===== src/rtl/dkim_body_canonicalizer_top_defines.svh =====
// assertion macros for the dkim body canonicalizer
`ifndef DKIM_BODY_CANONICALIZER_TOP_DEFINES_SVH
`define DKIM_BODY_CANONICALIZER_TOP_DEFINES_SVH

`ifndef NO_ASSERTIONS

`define DKIMBC_ASSERT_IMP(label, clk, rst_n, ante, cons, msg) \
    label: assert property (@(posedge clk) disable iff (!rst_n) (ante) |-> (cons)) \
        else $error(msg);

`define DKIMBC_ASSERT_NXT(label, clk, rst_n, ante, cons, msg) \
    label: assert property (@(posedge clk) disable iff (!rst_n) (ante) |=> (cons)) \
        else $error(msg);

`else

`define DKIMBC_ASSERT_IMP(label, clk, rst_n, ante, cons, msg)

`define DKIMBC_ASSERT_NXT(label, clk, rst_n, ante, cons, msg)

`endif

`endif


===== src/rtl/dkimbc_pkg.sv =====
// shared types and constants of the dkim body canonicalizer
`timescale 1ns / 1ps

package dkimbc_pkg;

    localparam int PENDING_WIDTH_DEF = 16;
    localparam int PAIRS_W           = 16;
    localparam int BYTE_W            = 8;
    localparam int OUT_PAD_W         = 4;

    localparam logic [BYTE_W-1:0] CHAR_CR  = 8'h0D;
    localparam logic [BYTE_W-1:0] CHAR_LF  = 8'h0A;
    localparam logic [BYTE_W-1:0] CHAR_SP  = 8'h20;
    localparam logic [BYTE_W-1:0] CHAR_TAB = 8'h09;

    typedef struct packed {
        logic [BYTE_W-1:0] body_byte;
        logic              byte_present;
        logic              end_of_body;
    } item_t;

    typedef struct packed {
        logic [PAIRS_W-1:0] crlf_pairs;
        logic               space_first;
        logic               cr_first;
        logic [BYTE_W-1:0]  out_byte;
        logic               out_valid;
        logic               crlf_after;
        logic               overflow;
        logic               last;
    } token_t;

endpackage


===== src/rtl/dkimbc_pipe_reg.sv =====
// one-deep pipeline register with valid/ready handshake
`timescale 1ns / 1ps

module dkimbc_pipe_reg #(
    parameter int WIDTH = 8
) (
    input  logic             clk,
    input  logic             rst_n,
    input  logic             in_valid,
    output logic             in_ready,
    input  logic [WIDTH-1:0] in_data,
    output logic             out_valid,
    input  logic             out_ready,
    output logic [WIDTH-1:0] out_data
);

    logic             valid_reg;
    logic [WIDTH-1:0] data_reg;

    // refill in the same cycle the held word leaves
    assign in_ready  = !valid_reg || out_ready;
    assign out_valid = valid_reg;
    assign out_data  = data_reg;

    always_ff @(posedge clk or negedge rst_n)
    begin
        if (!rst_n)
        begin
            valid_reg <= 1'b0;
        end
        else if (in_ready)
        begin
            valid_reg <= in_valid;
        end
    end

    always_ff @(posedge clk)
    begin
        if (in_valid && in_ready)
        begin
            data_reg <= in_data;
        end
    end

endmodule


===== src/rtl/dkimbc_step.sv =====
// stream state and per-byte canonicalization logic
`timescale 1ns / 1ps

module dkimbc_step #(
    parameter int PENDING_WIDTH = dkimbc_pkg::PENDING_WIDTH_DEF
) (
    input  logic               clk,
    input  logic               rst_n,
    input  logic               relaxed,
    input  logic               fire,
    input  dkimbc_pkg::item_t  item,
    output dkimbc_pkg::token_t token
);

    import dkimbc_pkg::*;

    // count never exceeds the 16-bit pairs field
    localparam int CNT_W = (PENDING_WIDTH > PAIRS_W) ? PAIRS_W : PENDING_WIDTH;

    logic [CNT_W-1:0] pending_reg, pending_next;
    logic             ws_reg, ws_next;
    logic             hc_reg, hc_next;
    logic             lhc_reg, lhc_next;
    logic             ae_reg, ae_next;
    logic             ovf_reg, ovf_next;

    logic is_lf, is_data, is_cr, is_wsp, emit_byte, hc_after, end_cr;
    logic prefix, count, sat, lhc_mid, ae_mid, ovf_mid;

    always_comb
    begin
        is_lf     = item.byte_present && (item.body_byte == CHAR_LF);
        is_data   = item.byte_present && !is_lf;
        is_cr     = (item.body_byte == CHAR_CR);
        is_wsp    = (item.body_byte == CHAR_SP) || (item.body_byte == CHAR_TAB);
        emit_byte = is_data && !is_cr && !(relaxed && is_wsp);
        hc_after  = is_lf ? 1'b0 : (is_data ? is_cr : hc_reg);
        // a cr still held at end of body goes out as plain data
        end_cr    = item.end_of_body && hc_after;
        prefix    = (is_data && hc_reg) || emit_byte || end_cr;
        count     = is_lf && !(relaxed && lhc_reg);
        sat       = &pending_reg;
        lhc_mid   = is_lf ? 1'b0 : (prefix ? 1'b1 : lhc_reg);
        ae_mid    = ae_reg || prefix;
        ovf_mid   = ovf_reg || (count && sat);

        token.crlf_pairs  = prefix ? PAIRS_W'(pending_reg) : '0;
        token.space_first = prefix && relaxed && ws_reg;
        token.cr_first    = is_data && hc_reg;
        token.out_byte    = emit_byte ? item.body_byte : (end_cr ? CHAR_CR : '0);
        token.out_valid   = emit_byte || end_cr;
        token.crlf_after  = (is_lf && relaxed && lhc_reg)
                          || (item.end_of_body && (!relaxed || lhc_mid || !ae_mid));
        token.overflow    = ovf_mid;
        token.last        = item.end_of_body;

        if (item.end_of_body)
        begin
            pending_next = '0;
            ws_next      = 1'b0;
            hc_next      = 1'b0;
            lhc_next     = 1'b0;
            ae_next      = 1'b0;
            ovf_next     = 1'b0;
        end
        else
        begin
            if (prefix)
            begin
                pending_next = '0;
            end
            else if (count && !sat)
            begin
                pending_next = pending_reg + CNT_W'(1);
            end
            else
            begin
                pending_next = pending_reg;
            end
            if (is_lf)
            begin
                ws_next = 1'b0;
            end
            else if (is_data && relaxed && is_wsp)
            begin
                ws_next = 1'b1;
            end
            else if (prefix)
            begin
                ws_next = 1'b0;
            end
            else
            begin
                ws_next = ws_reg;
            end
            hc_next  = hc_after;
            lhc_next = lhc_mid;
            ae_next  = ae_mid;
            ovf_next = ovf_mid;
        end
    end

    always_ff @(posedge clk or negedge rst_n)
    begin
        if (!rst_n)
        begin
            pending_reg <= '0;
            ws_reg      <= 1'b0;
            hc_reg      <= 1'b0;
            lhc_reg     <= 1'b0;
            ae_reg      <= 1'b0;
            ovf_reg     <= 1'b0;
        end
        else if (fire)
        begin
            pending_reg <= pending_next;
            ws_reg      <= ws_next;
            hc_reg      <= hc_next;
            lhc_reg     <= lhc_next;
            ae_reg      <= ae_next;
            ovf_reg     <= ovf_next;
        end
    end

endmodule


===== src/rtl/dkim_body_canonicalizer_top.sv =====
// DKIM body canonicalizer, simple and relaxed, one body byte per word.
// A word taken sits in the input register. The step logic turns it into its token, which
// is loaded into the result register when that register can take it. Both registers
// refill in the cycle they drain, so a new word is accepted on every cycle while the
// output side is ready. A stalled output holds the input back once both registers are full.
// The user is to write relaxed_mode over the cfg channel between bodies; the block itself
// does not enforce this. It applies to each word that the step logic takes after the write.
`timescale 1ns / 1ps
`include "dkim_body_canonicalizer_top_defines.svh"

module dkim_body_canonicalizer_top #(
    parameter int PENDING_WIDTH = dkimbc_pkg::PENDING_WIDTH_DEF
) (
    input  logic        clk,
    input  logic        rst_n,
    input  logic        cfg_valid,
    output logic        cfg_ready,
    input  logic [0:0]  cfg_data,       // relaxed_mode
    input  logic        s_axis_tvalid,
    output logic        s_axis_tready,
    input  logic [7:0]  s_axis_tdata,   // body_byte
    input  logic [0:0]  s_axis_tuser,   // byte_present
    input  logic        s_axis_tlast,
    output logic        m_axis_tvalid,
    input  logic        m_axis_tready,
    output logic [31:0] m_axis_tdata,   // crlf_pairs, space_first, cr_first,
                                        // out_byte, crlf_after, overflow, pad
    output logic [0:0]  m_axis_tuser,   // out_valid
    output logic        m_axis_tlast
);

    import dkimbc_pkg::*;

    logic   relaxed_reg;
    item_t  in_item, step_item;
    token_t step_token, out_token;
    logic   step_valid, step_ready, step_fire;

    assign cfg_ready = 1'b1;

    always_ff @(posedge clk or negedge rst_n)
    begin
        if (!rst_n)
        begin
            relaxed_reg <= 1'b0;
        end
        else if (cfg_valid)
        begin
            relaxed_reg <= cfg_data[0];
        end
    end

    assign in_item.body_byte    = s_axis_tdata;
    assign in_item.byte_present = s_axis_tuser[0];
    assign in_item.end_of_body  = s_axis_tlast;

    dkimbc_pipe_reg #(
        .WIDTH ($bits(item_t))
    ) u_in_reg (
        .clk       (clk),
        .rst_n     (rst_n),
        .in_valid  (s_axis_tvalid),
        .in_ready  (s_axis_tready),
        .in_data   (in_item),
        .out_valid (step_valid),
        .out_ready (step_ready),
        .out_data  (step_item)
    );

    assign step_fire = step_valid && step_ready;

    dkimbc_step #(
        .PENDING_WIDTH (PENDING_WIDTH)
    ) u_step (
        .clk     (clk),
        .rst_n   (rst_n),
        .relaxed (relaxed_reg),
        .fire    (step_fire),
        .item    (step_item),
        .token   (step_token)
    );

    dkimbc_pipe_reg #(
        .WIDTH ($bits(token_t))
    ) u_out_reg (
        .clk       (clk),
        .rst_n     (rst_n),
        .in_valid  (step_valid),
        .in_ready  (step_ready),
        .in_data   (step_token),
        .out_valid (m_axis_tvalid),
        .out_ready (m_axis_tready),
        .out_data  (out_token)
    );

    assign m_axis_tdata = {OUT_PAD_W'(0), out_token.overflow, out_token.crlf_after,
                           out_token.out_byte, out_token.cr_first,
                           out_token.space_first, out_token.crlf_pairs};
    assign m_axis_tuser = out_token.out_valid;
    assign m_axis_tlast = out_token.last;

    // deferred pairs are only flushed ahead of real content
    `DKIMBC_ASSERT_IMP(a_pairs_need_content, clk, rst_n,
        m_axis_tvalid && (out_token.crlf_pairs != '0),
        out_token.out_valid || out_token.cr_first, "crlf pairs without content")

    // collapsed whitespace only exists in relaxed mode
    `DKIMBC_ASSERT_IMP(a_space_relaxed, clk, rst_n,
        m_axis_tvalid && out_token.space_first,
        relaxed_reg && (out_token.out_valid || out_token.cr_first),
        "space token outside relaxed content")

    // end of body leaves a clean stream state
    `DKIMBC_ASSERT_NXT(a_eob_clears, clk, rst_n,
        step_fire && step_item.end_of_body,
        (step_token.crlf_pairs == '0) && !step_token.overflow,
        "stream state not cleared after end of body")

endmodule


===== config.mk =====
export PLATFORM = sky130hd
export DESIGN_NAME = dkim_body_canonicalizer_top
export DESIGN_NICKNAME = d
export VERILOG_FILES = /design/src/rtl/dkimbc_pkg.sv /design/src/rtl/dkimbc_pipe_reg.sv /design/src/rtl/dkimbc_step.sv /design/src/rtl/dkim_body_canonicalizer_top.sv
export VERILOG_INCLUDE_DIRS = /design/src /design/src/rtl
export SDC_FILE = /design/constraint.sdc
export NUM_CORES = 1
export LEC_CHECK = 0
export BUFFER_PORTS_ARGS = -buffer_cell sky130_fd_sc_hd__buf_4
export CAP_MARGIN = 30
export CORE_ASPECT_RATIO = 0.5
export CORE_MARGIN = 4
export CORE_UTILIZATION = 40
export CTS_CLUSTER_DIAMETER = 80
export CTS_CLUSTER_SIZE = 12
export DETAILED_ROUTE_END_ITERATION = 12
export PLACE_DENSITY_LB_ADDON = 0.08
export SKIP_CTS_REPAIR_TIMING = 1
export SYNTH_ARGS = -nofsm -noshare
export SYNTH_HDL_FRONTEND = slang
export SYNTH_SLANG_ARGS = --single-unit

===== constraint.sdc =====
create_clock -name clk -period 3.9 [get_ports clk]
set_input_delay 0.78 -clock clk [delete_from_list [all_inputs] [get_ports clk]]
set_output_delay 0.78 -clock clk [all_outputs]
set_load 0.02 [all_outputs]

==> results.tsv, run 1 <==
metric	value	unit
status	finished clean	
crit share post-route	63.34	%
Finished Layout Cells	396	
htree depth	3	
ANT nets after route	0	
top cells by count, synth	40 x edfxtp_1, 26 x and2_1, 24 x dfrtp_1	
synthesized area	0.002915	sq mm
Crit. End Element	register	
number of synthesized flops with an enable pin	40	
WS Path Type	register to register	
Die Y	68.37	um
Critical Path RT	4.14	ns
clock sink count	64	
Multi-input gate area	0.001003	sq mm
std cell rows	21	
vias	2028	
CP max FO	17	
Post-DP HPWL	3.997	mm
RSZ-0062 raised after global routing	false	
I/O pins	53	
FFs w/ async S/R, synth	37.50	%
post-route cell area	0.003595	sq mm
clk buf depth	2	
Hold Violations, Final	0	
synth unique cells	43	
GR Util All Layers	14.72	%
Largest register FFs	30	
largest net degree at the start of global routing	25	
largest cells by area after synthesis	edfxtp_1 41%, dfrtp_1 21%, and2_1 5.6%, a21oi_1 3.3%, o21ai_0 2.9%	
CTS clk-pin slew, worst paths	0.06	ns
gpl congestion	0.8109	
Hold WS	0.3471	ns
first-pass GRT wire length	9.673	mm
CP Launch Type	register	
maxcap violations	0	
Filler cells	614	
DR WL met3	468	um
Synth area leader	edfxtp_1	
Worst Tran Pin Value	0.9945	ns
setup tns final	0	ns
synthesis-to-finish area growth	23.30	%
share of cells above drive strength 1	22.37	%
Reg area	0.001802	sq mm
Max transition margin	33.58	%
CP arrival	2.71	ns
synth warn	0	
PwrDens	471.0	mW/mm^2
Worst Skew	0.008901	ns
top sig layer	met4	
# DRC	0	
Max Fclk	404.8	MHz
Period minus WS final	2.470	ns
PortBufs	47	
ys flop type	edfxtp_1	
Routed met2 length	2.364	mm
DRT iter0 DRCs	146	
Die Area	0.008801	sq mm
Place WS	1.081	ns
Tightest Hold Check Type	input pin to asynchronous set/reset pin	
Post-DP Area	0.003314	sq mm
number of buffers created by CTS	9	
Pins Over Slew Limit	0	
Die Wd	128.7	um
total wire length	5.796	mm
Mapped Cells	252	
clk root buf	clkbuf_16	
met1 WL	2.881	mm
vias in the first global route	1954	
register area share after synthesis	61.80	%
VDD IR-drop max	0.0002422	V
Avg Cell Area, Syn	11.57	sq um
Power Total	1.693	mW
grt total ovfl	0	
count leader, synth	edfxtp_1	
synthesis-stage register bit count	64	
post-synth top area share	41.20	%
drt pass-1 iters	5	
leakage	1.484	nW
CTS tree	built	
final worst slack	1.430	ns
Final Net Count	316	
Worst-Skew Late Latency	0.33	ns
Finished Core Util	52.22	%
diode count	0	
placed cell count	380	
drt wl/cell	14.64	um
initial antenna violation count	0	
Core Region	0.006884	sq mm
Initial Util	42.35	%
vias per cell	5.121	
final setup violation count	0	
==> worst paths after layout <==
kind / from / to / slack [ns] / depth (start not counted)
max in group asynchronous: rst_n / u_out_reg.out_valid$_DFFE_PN0P_ / 3.29 / 1
worst min-delay path: rst_n / u_step.pending_reg[12]$_DFFE_PN0P_ / 0.35 / 1
min in group clk: u_in_reg.out_valid$_DFFE_PN0N_ / u_out_reg.out_valid$_DFFE_PN0P_ / 0.50 / 1
worst min register to register: u_in_reg.out_valid$_DFFE_PN0N_ / u_out_reg.out_valid$_DFFE_PN0P_ / 0.50 / 1
worst max register to register: u_step.pending_reg[0]$_DFFE_PN0P_ / u_step.pending_reg[6]$_DFFE_PN0P_ / 1.43 / 7
worst max-delay path: u_step.pending_reg[0]$_DFFE_PN0P_ / u_step.pending_reg[6]$_DFFE_PN0P_ / 1.43 / 7
==> logic make-up (layout without fill, tap and decap cells) <==
group | Yosys count | in the layout | synth area share, %
buf+inv | 24 | 73 | 4.163
fa+ha+maj | 1 | 1 | 0.4291
simple gates | 91 | 91 | 18.93
mux | 2 | 2 | 0.7296
flops | 64 | 64 | 61.80
other cells | 2 | 5 | 0.2576
compound gates | 68 | 68 | 13.69
==> power breakdown <==
part	leakage, nW	switching, mW	total, mW	internal [mW]
logic	0.628	0.0955	0.152	0.0564
registers	0.718	0.0208	0.786	0.765
clock network	0.138	0.268	0.755	0.487
total	1.48	0.384	1.69	1.31
==> final cells by class <==
type / instances / share of cell area, %
clock buffer: 11 / 6.474
inverter: 9 / 0.9398
sequential: 64 / 50.12
tap: 92 / 3.202
clock inverter: 5 / 1.323
timing repair buffer: 48 / 10.02
multi-input combinational: 167 / 27.91
==> cells in the final DEF, fill, tap and decap left out, drive strengths merged, types with 2 or more instances in the layout <==
master | netlist | layout
a21o | 2 | 2
a21oi | 19 | 19
a31oi | 10 | 10
a41oi | 2 | 2
and2 | 26 | 26
and3 | 8 | 8
and3b | 2 | 2
buf | 10 | 48
clkbuf | 5 | 11
clkinv | 0 | 4
conb | 2 | 5
dfrtp | 24 | 24
edfxtp | 40 | 40
inv | 9 | 9
nand2 | 19 | 19
nand2b | 4 | 4
nand3 | 8 | 8
nand3b | 2 | 2
nand4 | 5 | 5
nor2 | 5 | 5
nor2b | 2 | 2
nor3 | 4 | 4
nor3b | 3 | 3
nor4 | 3 | 3
o21ai | 27 | 27
==> worst max-delay path, cell delays in order, from the launching register on <==
cell and delay [ns]:
dfrtp_1 0.45, ha_1 0.28, nand3_1 0.12, nor4_1 0.09
a211oi_2 0.85, and2_1 0.29, a21oi_1 0.09, a31oi_1 0.22
==> per-layer routing <==
layer  global-route usage (%)  vias to the layer above
met1                    19.24                      945
met5                        0                        -
li1                         -                     1010
met2                    20.88                       63
met3                    6.859                       10
met4                    6.545                        0
Note: power is estimated with default switching activity, not from simulation.
==> run 2: changes to the inputs <==
==> constraint.sdc (replaced) <==
create_clock -name clk -period 2 [get_ports clk]
set_input_delay 0.4 -clock clk [delete_from_list [all_inputs] [get_ports clk]]
set_output_delay 0.4 -clock clk [all_outputs]
set_load 0.02 [all_outputs]
==> run 2 against run 1 <==
  * The flow now finishes with violations (negative setup slack)
  * Final cell count increased by 7.8%
  * Critical path depth increased by 1
  * Sequential power increased by 95%
  * Highest routed layer unchanged
==> results.tsv, run 2 (synthesized netlist as in run 1, its figures left out) <==
metric	value	unit
largest net degree at the start of global routing	25	
clock sink count	64	
clk root buf	clkbuf_16	
Die Y	68.37	um
Critical Path RT	2.08	ns
Die Area	0.008801	sq mm
Tightest Hold Check Type	input pin to register	
Crit. End Element	register	
Comb pwr share	10.7	%
Worst Hold Endpoint	u_in_reg.out_data[4]$_DFFE_PP_	
sequential share of power	43.5	%
hold depth	1	
Power Total	3.512	mW
vias in the first global route	2119	
share of cells above drive strength 1	33.13	%
Worst Skew	0.007553	ns
Worst R2R Setup Slack	-0.03	ns
VDD IR-drop max	0.0005967	V
Finished Core Util	58.23	%
CP Launch Type	register	
worst r2r src	u_in_reg.out_data[8]$_DFFE_PP_	
I/O pins	53	
first-pass GRT wire length	10.05	mm
CP arrival	2.10	ns
synthesis-to-finish area growth	37.51	%
PortBufs	47	
final setup violation count	12	
switch share	22.28	%
ANT nets after route	0	
Worst-Skew Late Latency	0.33	ns
CTS clk-pin slew, worst paths	0.05	ns
final worst slack	-0.02826	ns
RSZ-0062 raised after global routing	true	
switching power	0.7824	mW
std cell rows	21	
htree depth	3	
drt pass-1 iters	4	
crit share post-route	101.4	%
maxcap violations	0	
diode count	0	
clk buf depth	2	
r2r worst-path depth	8	
Pins Over Slew Limit	0	
number of buffers created by CTS	9	
Post-DP HPWL	4.290	mm
most common cell after layout, fill and taps aside	buf_4	
# DRC	0	
leakage	1.685	nW
Crit. Startpoint	u_in_reg.out_data[8]$_DFFE_PP_	
GR Util All Layers	15.06	%
Hold Violations, Final	0	
RR Endpoint	u_out_reg.out_data[2]$_DFFE_PP_	
total wire length	6.464	mm
Die Wd	128.7	um
DRT iter0 DRCs	118	
Period minus WS final	2.028	ns
Initial Util	42.35	%
CTS tree	built	
Max Fclk	493.0	MHz
Core Region	0.006884	sq mm
vias	2210	
gpl congestion	0.8613	
PwrDens	876.2	mW/mm^2
Place WS	-0.04852	ns
Final Net Count	347	
Worst Tran Pin Value	0.5566	ns
failing checks	negative setup slack	
clock power share	45.9	%
status	finished, violations left	
Largest register FFs	30	
setup tns final	-0.1056	ns
most frequent cells in the layout	72 x buf_4, 40 x edfxtp_1, 26 x and2_1, 24 x dfrtp_1	
drt wl/cell	15.14	um
vias per cell	5.176	
CP max FO	20	
grt total ovfl	0	
Filler cells	573	
initial antenna violation count	0	
WS Path Type	register to register	
Max transition margin	62.85	%
Int Pwr	2.730	mW
HP Start	s_axis_tdata[2]	
## run 2: area by class of cell
class                   count  area (sq um)  area share [%]
clock buffers              12         236.5           5.899
clock inverters             4         68.82           1.717
inverters                   9         33.78          0.8427
multi-input cells         168          1111           27.72
flip-flops and latches     64          1802           44.94
well taps                  92         115.1           2.871
repair buffers             78         641.9           16.01
## run 2: power by group through the flow
stage	Clock, mW	Sequential [mW]	Combinational (mW)
floorplan	0	1.60	0.133
global placement	0	1.55	0.349
detailed placement	0	1.55	0.354
CTS	1.64	1.52	0.355
global route	1.71	1.53	0.405
finish	1.61	1.53	0.374
## run 2: through the flow
| stage | area (sq um) | hold slack [ns] | cells |
|---|---|---|---|
| global placement | 3540 | 0.3274 | 405 |
| finish | 4009 | 0.2502 | 427 |
| detailed placement | 3540 | 0.3280 | 405 |
| CTS | 3845 | -0.01951 | 421 |
| global route | 4009 | 0.2424 | 427 |
| floorplan | 2928 | 0.1044 | 255 |
## run 2: worst max-delay path by stage
stage                                         end  slack (ns)
5_1_grt           u_out_reg.out_data[2]$_DFFE_PP_       -0.11
3_5_place_dp      u_out_reg.out_data[2]$_DFFE_PP_       -0.05
4_1_cts           u_out_reg.out_data[2]$_DFFE_PP_       -0.05
3_3_place_gp      u_out_reg.out_data[2]$_DFFE_PP_       -0.01
2_1_floorplan  u_step.pending_reg[10]$_DFFE_PN0P_        0.10
6_report          u_out_reg.out_data[2]$_DFFE_PP_       -0.03
## run 2: layer usage
layer	up-vias	wire length (um)	GRT usage [%]
met5	-	0	0
met4	0	34	3.534
met3	4	442	6.235
met2	61	2937	24.16
met1	1066	3049	19.26
li1	1079	-	-
## run 2: worst max-delay path, cell delays in order, from the launching register on
cell	delay (ns)
edfxtp_1	0.42
nor3_4	0.23
buf_12	0.14
o211ai_1	0.11
and3_4	0.23
a211o_1	0.30
buf_12	0.16
o21ai_1	0.12
nand2_1	0.06
==> run 3: changes to the inputs <==
--- a/config.mk
+++ b/config.mk
@@ -7,7 +7,6 @@
 export NUM_CORES = 1
 export LEC_CHECK = 0
 export BUFFER_PORTS_ARGS = -buffer_cell sky130_fd_sc_hd__buf_4
-export CAP_MARGIN = 30
 export CORE_ASPECT_RATIO = 0.5
 export CORE_MARGIN = 4
 export CORE_UTILIZATION = 40
@@ -16,6 +15,7 @@
 export DETAILED_ROUTE_END_ITERATION = 12
 export PLACE_DENSITY_LB_ADDON = 0.08
 export SKIP_CTS_REPAIR_TIMING = 1
+export SKIP_LAST_GASP = 1
 export SYNTH_ARGS = -nofsm -noshare
 export SYNTH_HDL_FRONTEND = slang
 export SYNTH_SLANG_ARGS = --single-unit
==> run 3 against run 2 <==
  * The run still ends with negative setup slack left
  * Final cell count unchanged
  * Worst hold slack gained 0.0018 ns
  * Sequential share of layout area increased by 0.25 points
  * Critical path depth is the same
  * Via count barely moved
  * Sequential cell count unchanged
  * Clock-buffer cell count did not move
  * Maximum frequency down 0.72%
  * Combinational power barely moved
  * Clock power about the same
  * Register-to-register slack about the same
  * Critical endpoint unchanged
  * Largest cell class unchanged
==> results.tsv, run 3 (synthesized netlist as in run 1, its figures left out) <==
metric	value	unit
clk root buf	clkbuf_16	
clk buf depth	2	
grt total ovfl	0	
vias	2211	
top sig layer	met4	
crit share post-route	102.1	%
vias in the first global route	2119	
I/O pins	53	
DR WL met3	577	um
GR Util All Layers	15.06	%
Final Net Count	347	
PortBufs	47	
CTS tree	built	
most common cell after layout, fill and taps aside	buf_4	
HP Start	s_axis_tdata[2]	
CP arrival	2.12	ns
CTS clk-pin slew, worst paths	0.05	ns
first-pass GRT wire length	10.05	mm
Critical Path RT	2.08	ns
Tightest Hold Check Type	input pin to register	
VDD IR-drop max	0.0005927	V
number of buffers created by CTS	9	
maxcap violations	0	
Die Area	0.008801	sq mm
Crit. Startpoint	u_in_reg.out_data[8]$_DFFE_PP_	
synthesis-to-finish area growth	36.74	%
clock sink count	64	
htree depth	3	
total wire length	6.410	mm
Worst R2R Setup Slack	-0.04	ns
Largest register FFs	30	
Hold WS	0.2520	ns
failing checks	negative setup slack	
final worst slack	-0.04297	ns
crit path to	u_out_reg.out_data[2]$_DFFE_PP_	
worst r2r src	u_in_reg.out_data[8]$_DFFE_PP_	
Power Total	3.503	mW
CP max FO	20	
Die Wd	128.7	um
setup tns final	-0.3635	ns
drt wl/cell	15.01	um
Initial Util	42.35	%
Max Fclk	489.5	MHz
Worst Skew	0.006790	ns
Max transition margin	63.79	%
Crit. End Element	register	
# DRC	0	
status	finished, violations left	
Finished Core Util	57.91	%
vias per cell	5.178	
WS Path Type	register to register	
DRT iter0 DRCs	148	
Core Region	0.006884	sq mm
most frequent cells in the layout	73 x buf_4, 40 x edfxtp_1, 26 x and2_1, 24 x dfrtp_1, 19 x nand2_1	
Post-DP HPWL	4.290	mm
Hold Violations, Final	0	
drt pass-1 iters	4	
ANT nets after route	0	
leakage	1.684	nW
Period minus WS final	2.043	ns
gpl congestion	0.8613	
std cell rows	21	
CP Launch Type	register	
diode count	0	
Die Y	68.37	um
PwrDens	878.8	mW/mm^2
share of cells above drive strength 1	31.94	%
RR Endpoint	u_out_reg.out_data[2]$_DFFE_PP_	
largest net degree at the start of global routing	25	
met1 WL	2.919	mm
final setup violation count	19	
r2r worst-path depth	8	
RSZ-0062 raised after global routing	true	
Pins Over Slew Limit	0	
initial antenna violation count	0	
Worst Tran Pin Value	0.5425	ns
Worst-Skew Late Latency	0.32	ns
Routed met2 length	2.872	mm
==> run 3: worst max-delay path: stages (launching register included) <==
cell      delay, ns
edfxtp_1       0.42
nor3_4         0.23
buf_12         0.14
o211ai_1       0.11
and3_4         0.24
a211o_1        0.30
buf_12         0.16
o21ai_1        0.12
nand2_1        0.06
==> run 3: per-stage QoR <==
step / instances / worst slack, ns / cell area, sq um
floorplan: 255 / 0.1028 / 2928
global placement: 405 / -0.01431 / 3540
detailed placement: 405 / -0.04852 / 3540
CTS: 421 / -0.05344 / 3845
global route: 427 / -0.1151 / 3986
finish: 427 / -0.04297 / 3986
==> run 3: where the power goes <==
part / switching, mW / internal, mW
Sequential: 0.0354 / 1.49
Combinational: 0.218 / 0.153
Clock: 0.521 / 1.08
==> run 3: worst min-delay path by stage <==
stage,depth (start not counted),to,slack (ns)
4_1_cts,1,u_step.hc_reg$_DFFE_PN0P_,-0.02
3_3_place_gp,1,u_out_reg.out_valid$_DFFE_PN0P_,0.33
2_1_floorplan,0,relaxed_reg$_DFFE_PN0P_,0.10
3_5_place_dp,1,u_out_reg.out_valid$_DFFE_PN0P_,0.33
6_report,1,u_in_reg.out_data[4]$_DFFE_PP_,0.25
5_1_grt,1,u_in_reg.out_data[5]$_DFFE_PP_,0.24
==> run 3: layout make-up <==
cell class / count / area [sq um]
Clock buffer: 12 / 236.5
Clock inverter: 4 / 68.82
Fill cell: 574 / 2898
Inverter: 9 / 33.78
Multi-Input combinational cell: 168 / 1092
Sequential cell: 64 / 1802
Tap cell: 92 / 115.1
Timing Repair Buffer: 78 / 638.1
==> run 3: layer usage <==
layer,global-route usage [%],vias up
li1,-,1078
met4,3.534,0
met3,6.235,8
met1,19.26,1049
met5,0,-
met2,24.16,76
